[config.mk]
export PLATFORM = sky130hd
export DESIGN_NAME = positional_list_insert_delete_top
export DESIGN_NICKNAME = d
export VERILOG_FILES = /design/src/design/pli_pkg.sv /design/src/design/pli_ram.sv /design/src/design/positional_list_insert_delete_top.sv
export SDC_FILE = /design/constraint.sdc
export NUM_CORES = 1
export LEC_CHECK = 0
export ABC_AREA = 1
export BUFFER_PORTS_ARGS = -buffer_cell sky130_fd_sc_hd__buf_4
export CAP_MARGIN = 20
export CORE_MARGIN = 5
export CORE_UTILIZATION = 45
export DETAILED_ROUTE_END_ITERATION = 6
export GPL_TIMING_DRIVEN = 0
export PLACE_DENSITY = 0.73
export SETUP_SLACK_MARGIN = 0.2
export SKIP_CTS_REPAIR_TIMING = 1
export SYNTH_ARGS = -nofsm -noshare
export SYNTH_HDL_FRONTEND = slang
export SYNTH_HIERARCHICAL = 1
export SYNTH_SLANG_ARGS = --single-unit
[constraint.sdc]
create_clock -name clk -period 5.7 [get_ports clk]
set_clock_uncertainty 0.05 [all_clocks]
set_input_delay 0.855 -clock clk [delete_from_list [all_inputs] [get_ports clk]]
set_output_delay 0.855 -clock clk [all_outputs]
set_load 0.1 [all_outputs]
[src/design/pli_pkg.sv]
// Package for the positional list block: widths, operation and status codes.
// No dependencies.
`default_nettype none
package pli_pkg;

  localparam int DEPTH_DEFAULT = 16;
  localparam int VALUE_W       = 32;
  localparam int POS_W         = 5;
  localparam int LEN_W         = 5;
  localparam int OP_W          = 2;
  localparam int ST_W          = 2;
  localparam int IN_TDATA_W    = 40;
  localparam int OUT_TDATA_W   = 40;

  typedef enum logic [OP_W-1:0] {
    OP_INSERT = 2'd0,
    OP_DELETE = 2'd1,
    OP_DUMP   = 2'd2
  } op_t;

  typedef enum logic [ST_W-1:0] {
    ST_OK    = 2'd0,
    ST_FULL  = 2'd1,
    ST_EMPTY = 2'd2,
    ST_RANGE = 2'd3
  } status_t;

endpackage
`default_nettype wire

[src/design/pli_ram.sv]
// List storage: one write port, one read port with registered read data.
// Depends on nothing but its parameters.
`default_nettype none
module pli_ram #(
  parameter int DEPTH  = 16,
  parameter int AW     = 4,
  parameter int DATA_W = 32
) (
  input  wire logic              clk,
  input  wire logic              we,
  input  wire logic [AW-1:0]     waddr,
  input  wire logic [DATA_W-1:0] wdata,
  input  wire logic [AW-1:0]     raddr,
  output logic      [DATA_W-1:0] rdata
);

  logic [DATA_W-1:0] mem [DEPTH];

  always_ff @(posedge clk) begin
    if (we) begin
      mem[waddr] <= wdata;
    end
    rdata <= mem[raddr];
  end

endmodule
`default_nettype wire

[src/design/positional_list_insert_delete_top.sv]
// Top level of the positional list: sequencer, entry count and output register.
// Depends on pli_pkg and pli_ram.
//
// An ordered list of up to DEPTH signed 32-bit values held in a RAM with one
// write port and one registered read port. Insert and delete move entries one
// place per step, insert through the index decrementer and delete through the
// index incrementer, each step being a RAM read and a RAM write. A dump reads
// each entry and then outputs it before reading the next, waiting while the
// output is stalled. s_tready is high only while the sequencer is idle; a result
// waiting in the output register does not block the next word from being taken.
// The RAM has no reset and needs no clearing pass.
`default_nettype none
module positional_list_insert_delete_top
  import pli_pkg::*;
#(
  parameter int DEPTH = DEPTH_DEFAULT
) (
  input  wire logic                   clk,
  input  wire logic                   rst,
  input  wire logic                   s_tvalid,
  output logic                        s_tready,
  input  wire logic [IN_TDATA_W-1:0]  s_tdata,   // value[31:0], position[36:32]
  input  wire logic [OP_W-1:0]        s_tuser,   // op[1:0]
  output logic                        m_tvalid,
  input  wire logic                   m_tready,
  output logic      [OUT_TDATA_W-1:0] m_tdata,   // value_res[31:0], length[36:32]
  output logic      [ST_W-1:0]        m_tuser,   // status[1:0]
  output logic                        m_tlast
);

  localparam int CW   = $clog2(DEPTH + 1);
  localparam int AW   = $clog2(DEPTH);
  localparam int CMPW = (CW > POS_W) ? CW : POS_W;

  typedef enum logic [3:0] {
    S_IDLE,
    S_INS_RD,
    S_INS_WR,
    S_INS_PUT,
    S_DEL_RD,
    S_DEL_WR,
    S_DUMP_RD,
    S_DUMP_OUT,
    S_RESULT
  } state_t;

  state_t            state;
  logic [CW-1:0]     count;
  logic [CW-1:0]     idx;
  logic [CW-1:0]     at;
  logic [VALUE_W-1:0] ins_value;
  status_t           res_status;

  logic [VALUE_W-1:0] in_value;
  logic [POS_W-1:0]  in_pos;
  logic [OP_W-1:0]   in_op;
  logic [CMPW-1:0]   pos_c;
  logic [CMPW-1:0]   cnt_c;
  logic [CW-1:0]     ins_at;
  logic [CW-1:0]     pos_idx;
  logic [CW-1:0]     idx_inc;
  logic [CW-1:0]     idx_dec;
  logic [CW-1:0]     cnt_dec;
  logic              out_free;
  logic              out_load;
  logic              in_take;
  logic [LEN_W-1:0]  len_out;

  logic              mem_we;
  logic [AW-1:0]     mem_waddr;
  logic [VALUE_W-1:0] mem_wdata;
  logic [AW-1:0]     mem_raddr;
  logic [VALUE_W-1:0] mem_rdata;

  assign in_value = s_tdata[VALUE_W-1:0];
  assign in_pos   = s_tdata[VALUE_W+POS_W-1:VALUE_W];
  assign in_op    = s_tuser;
  assign pos_c    = CMPW'(in_pos);
  assign cnt_c    = CMPW'(count);
  assign pos_idx  = CW'(pos_c - CMPW'(1));
  assign idx_inc  = idx + CW'(1);
  assign idx_dec  = idx - CW'(1);
  assign cnt_dec  = count - CW'(1);
  assign out_free = !m_tvalid || m_tready;
  assign out_load = out_free && (state == S_DUMP_OUT || state == S_RESULT);
  assign s_tready = (state == S_IDLE);
  assign in_take  = s_tvalid && s_tready;
  assign len_out  = LEN_W'(count);

  always_comb begin
    if (pos_c == CMPW'(1)) begin
      ins_at = '0;
    end else if (pos_c >= CMPW'(2) && pos_c <= cnt_c) begin
      ins_at = pos_idx;
    end else begin
      ins_at = count;
    end
  end

  always_comb begin
    mem_we    = 1'b0;
    mem_waddr = idx[AW-1:0];
    mem_wdata = mem_rdata;
    mem_raddr = idx[AW-1:0];
    unique case (state)
      S_INS_RD: mem_raddr = idx_dec[AW-1:0];
      S_INS_WR: mem_we = 1'b1;
      S_INS_PUT: begin
        mem_we    = 1'b1;
        mem_waddr = at[AW-1:0];
        mem_wdata = ins_value;
      end
      S_DEL_RD: mem_raddr = idx_inc[AW-1:0];
      S_DEL_WR: mem_we = 1'b1;
      default: ;
    endcase
  end

  pli_ram #(
    .DEPTH  (DEPTH),
    .AW     (AW),
    .DATA_W (VALUE_W)
  ) u_ram (
    .clk   (clk),
    .we    (mem_we),
    .waddr (mem_waddr),
    .wdata (mem_wdata),
    .raddr (mem_raddr),
    .rdata (mem_rdata)
  );

  always_ff @(posedge clk) begin
    if (rst) begin
      state    <= S_IDLE;
      count    <= '0;
      m_tvalid <= 1'b0;
    end else begin
      if (out_load) begin
        m_tvalid <= 1'b1;
      end else if (m_tready) begin
        m_tvalid <= 1'b0;
      end
      unique case (state)
        S_IDLE: begin
          if (in_take) begin
            ins_value  <= in_value;
            res_status <= ST_OK;
            state      <= S_RESULT;
            case (in_op)
              OP_INSERT: begin
                at  <= ins_at;
                idx <= count;
                if (count == CW'(DEPTH)) begin
                  res_status <= ST_FULL;
                end else if (count > ins_at) begin
                  state <= S_INS_RD;
                end else begin
                  state <= S_INS_PUT;
                end
              end
              OP_DELETE: begin
                idx <= pos_idx;
                if (count == '0) begin
                  res_status <= ST_EMPTY;
                end else if (pos_c == '0 || pos_c > cnt_c) begin
                  res_status <= ST_RANGE;
                end else if (pos_c < cnt_c) begin
                  state <= S_DEL_RD;
                end else begin
                  count <= cnt_dec;
                end
              end
              OP_DUMP: begin
                idx <= '0;
                if (count == '0) begin
                  res_status <= ST_EMPTY;
                end else begin
                  state <= S_DUMP_RD;
                end
              end
              default: ;
            endcase
          end
        end
        S_INS_RD: state <= S_INS_WR;
        S_INS_WR: begin
          idx <= idx_dec;
          state <= (idx_dec > at) ? S_INS_RD : S_INS_PUT;
        end
        S_INS_PUT: begin
          count <= count + CW'(1);
          state <= S_RESULT;
        end
        S_DEL_RD: state <= S_DEL_WR;
        S_DEL_WR: begin
          idx <= idx_inc;
          if (idx_inc < cnt_dec) begin
            state <= S_DEL_RD;
          end else begin
            count <= cnt_dec;
            state <= S_RESULT;
          end
        end
        S_DUMP_RD: state <= S_DUMP_OUT;
        S_DUMP_OUT: begin
          if (out_free) begin
            m_tdata  <= OUT_TDATA_W'({len_out, mem_rdata});
            m_tuser  <= ST_OK;
            m_tlast  <= (idx_inc == count);
            idx      <= idx_inc;
            state    <= (idx_inc == count) ? S_IDLE : S_DUMP_RD;
          end
        end
        S_RESULT: begin
          if (out_free) begin
            m_tdata  <= OUT_TDATA_W'({len_out, {VALUE_W{1'b0}}});
            m_tuser  <= res_status;
            m_tlast  <= 1'b1;
            state    <= S_IDLE;
          end
        end
        default: state <= S_IDLE;
      endcase
    end
  end

  a_count_bound: assert property (@(posedge clk) disable iff (rst)
    count <= CW'(DEPTH))
    else $error("entry count above depth");

  a_count_step: assert property (@(posedge clk) disable iff (rst)
    $past(!rst) |-> (count == $past(count) || count == $past(count) + CW'(1) ||
                     count == $past(count) - CW'(1)))
    else $error("entry count moved by more than one");

  a_empty_result: assert property (@(posedge clk) disable iff (rst)
    (m_tvalid && m_tuser == ST_EMPTY) |-> (m_tlast && m_tdata[VALUE_W-1:0] == '0))
    else $error("empty status without last or with data");

  a_busy_hold: assert property (@(posedge clk) disable iff (rst)
    (state == S_INS_WR || state == S_DEL_WR) |=> !$stable(idx))
    else $error("shift step did not move the index");

endmodule
`default_nettype wire

==> metrics.cfg <==
[synth]
avgSynthCellArea_um2=10.3
async_reset_ff_share_pct=0
ys_ff_latch=638
syn-instance-count=2707
synth.distinct_cells=37
yosysSeqAreaShare_pct=67.1
synth-edff-count=596
yosysWarnings=6
syn_area_mm2=0.0279
synth_ff_type=edfxtp_1

[finish]
layout_common_cells=814 x nand2_1, 596 x edfxtp_1, 474 x inv_1
area_delta_synth_final_pct=16.7
fill_cells=5144
final_nets=2980
drive_above_1_share_pct=12.2
antennaDiodeCount=0
mostFrequentLayoutCell=nand2_1
utilization_pct=52.8

[routing]
wl_um=73700
vias=19500
vias_per_cell=5.14
drtAntennaViolNets=0
drt_pass1_iterations=5
post_drt_wl_per_cell_um=19.4
drcViolationCount=0
drtIter0Drc=2184

[worst_setup_path]
start_kind=register
critPathArrivalTime_ps=4200
path_class=register to register
crit_required_ps=5970
cp-end-kind=register
crit_fanout=18

[floorplan]
core_area_mm2=0.0616
placementRows=91
die_w_um=259
initial_core_util_pct=45.3
pin_count=91
dieHeight_um=259
dieArea_mm2=0.0671

[pwr]
switchingPower_w=0.00339
p_clk_share_pct=35.9
share_seq_of_total_power_pct=46.2
switching_share_pct=27.7
power_density_mw_per_mm2=375
combPwrFrac_pct=17.9
ir_drop_mv=0.261
p_int_w=0.00883
p_leak_nw=13.9

[timing]
rsz0062_at_grt=no
slew_viol_final=0
hold_viol=0
fin_crit_sh_pct=69.1
worst_slack_ps=1760
setup_tns_ps=0
hold_slack_ps=356
post-route-min-period_ps=3940
finalSetupViolCount=0
fmax_ghz=0.254
slew_headroom_pct=30.1
worst_pin_slew_ps=1040

[clock_network]
clk_pin_slew_ps=60
clkLatencyLatePin_ps=630
cts_tree=done
cts_max_path_buffers=3
cts-root-buf=clkbuf_16
cts_buffers=61
cts_htree_levels=2
cts.sinks=638

[outcome]
status=complete, no violations

[global_routing]
grt_pass1_wl_um=111000
grt_max_degree=24
grtUsageTotal_pct=21.6
grt_overflow_total=0
antenna_found_initial=0
first_global_vias=18900

[placement]
io_buffers=83
gp_congestion=0.890
dp_slack_ps=1870
place_hpwl_um=49800

[hold_path]
hold_path.class=primary input to register

[run]
maxCapViolations=0

==> power by group through the flow <==
stage / Combinational [W] / Sequential, W / Clock (W)
2_1_floorplan: 0.00120 / 0.00586 / 0
3_3_place_gp: 0.00200 / 0.00577 / 0
3_5_place_dp: 0.00213 / 0.00575 / 0
4_1_cts: 0.00215 / 0.00565 / 0.00443
5_1_grt: 0.00238 / 0.00566 / 0.00463
6_report: 0.00219 / 0.00565 / 0.00438
==> routing by layer <==
metal	wire (um)	vias up	global-route usage, %
li1	-	9163	-
met1	29000	9217	28.8
met2	34800	939	35.8
met3	7120	170	3.70
met4	2780	0	7.98
met5	0	-	0
==> final cells by class <==
| cell class | instances | area, um^2 | share of cell area, % |
|---|---|---|---|
| flip-flops and latches | 638 | 18700 | 57.6 |
| multi-input cells | 1467 | 6710 | 20.6 |
| inverters | 481 | 1810 | 5.55 |
| plain buffers | 123 | 793 | 2.44 |
| well taps | 837 | 1050 | 3.22 |
| clock buffers | 76 | 1690 | 5.18 |
| repair buffers | 130 | 1260 | 3.87 |
| clock inverters | 39 | 514 | 1.58 |
==> state kept, by name, summed over array words and instances, names as in the netlist <==
signal,cells
m_tuser,2
state,4
idx,5
u_ram/rdata,32
ins_value,32
m_tlast,1
m_tvalid,1
u_ram/mem,512
m_tdata,37
cnt_c,5
res_status,2
at,5
==> stage by stage <==
stage | total power (W) | cell area (um^2) | std cells
global route | 0.0127 | 32600 | 3791
finish | 0.0122 | 32600 | 3791
detailed placement | 0.00788 | 30300 | 3670
floorplan | 0.00707 | 27900 | 2709
global placement | 0.00777 | 29600 | 3629
CTS | 0.0122 | 32500 | 3785
==> logic make-up after synthesis <==
| group | Yosys count | share of synthesized area (%) |
|---|---|---|
| and+or+nand+nor | 1343 | 20.2 |
| AOI/OAI and AO/OA | 77 | 1.52 |
| adders and majority gates | 32 | 1.43 |
| buffers and inverters | 604 | 9.32 |
| other | 1 | 0.0134 |
| DFF | 638 | 67.1 |
| xor gates and xnor gates | 12 | 0.377 |
==> worst paths after layout <==
| check | slack, ps | cells after the start | to | from |
|---|---|---|---|---|
| max | 1760 | 7 | u_ram/mem[9][23]$_DFFE_PP_ | state[0]$_SDFFE_PP0P_ |
| min | 360 | 1 | ins_value[7]$_DFFE_PP_ | s_tdata[7] |
| max reg2reg | 1760 | 7 | u_ram/mem[9][23]$_DFFE_PP_ | state[0]$_SDFFE_PP0P_ |
| min reg2reg | 460 | 0 | m_tdata[35]$_DFFE_PP_ | cnt_c[3]$_SDFFE_PP0P_ |
==> critical path, cell delays in order (launching register included) <==
cell and delay [ps]:
dfxtp_1 470, nand2_1 130, nor2_2 360, clkbuf_1 820
o21ai_0 330, nand3b_1 490, nor2_4 690, buf_12 260
==> synth_stat cells (all sizes together), types with 16 or more instances <==
library cell | number | area share, %
a21oi | 16 | 0.30
buf | 102 | 2.6
clkbuf | 21 | 0.29
dfxtp | 42 | 3.0
edfxtp | 596 | 64
ha | 32 | 1.4
inv | 481 | 6.5
nand2 | 818 | 11
nand3 | 411 | 7.4
nor2 | 96 | 1.3
o21ai | 47 | 0.86
No activity file was read; power rests on OpenSTA's default activity.
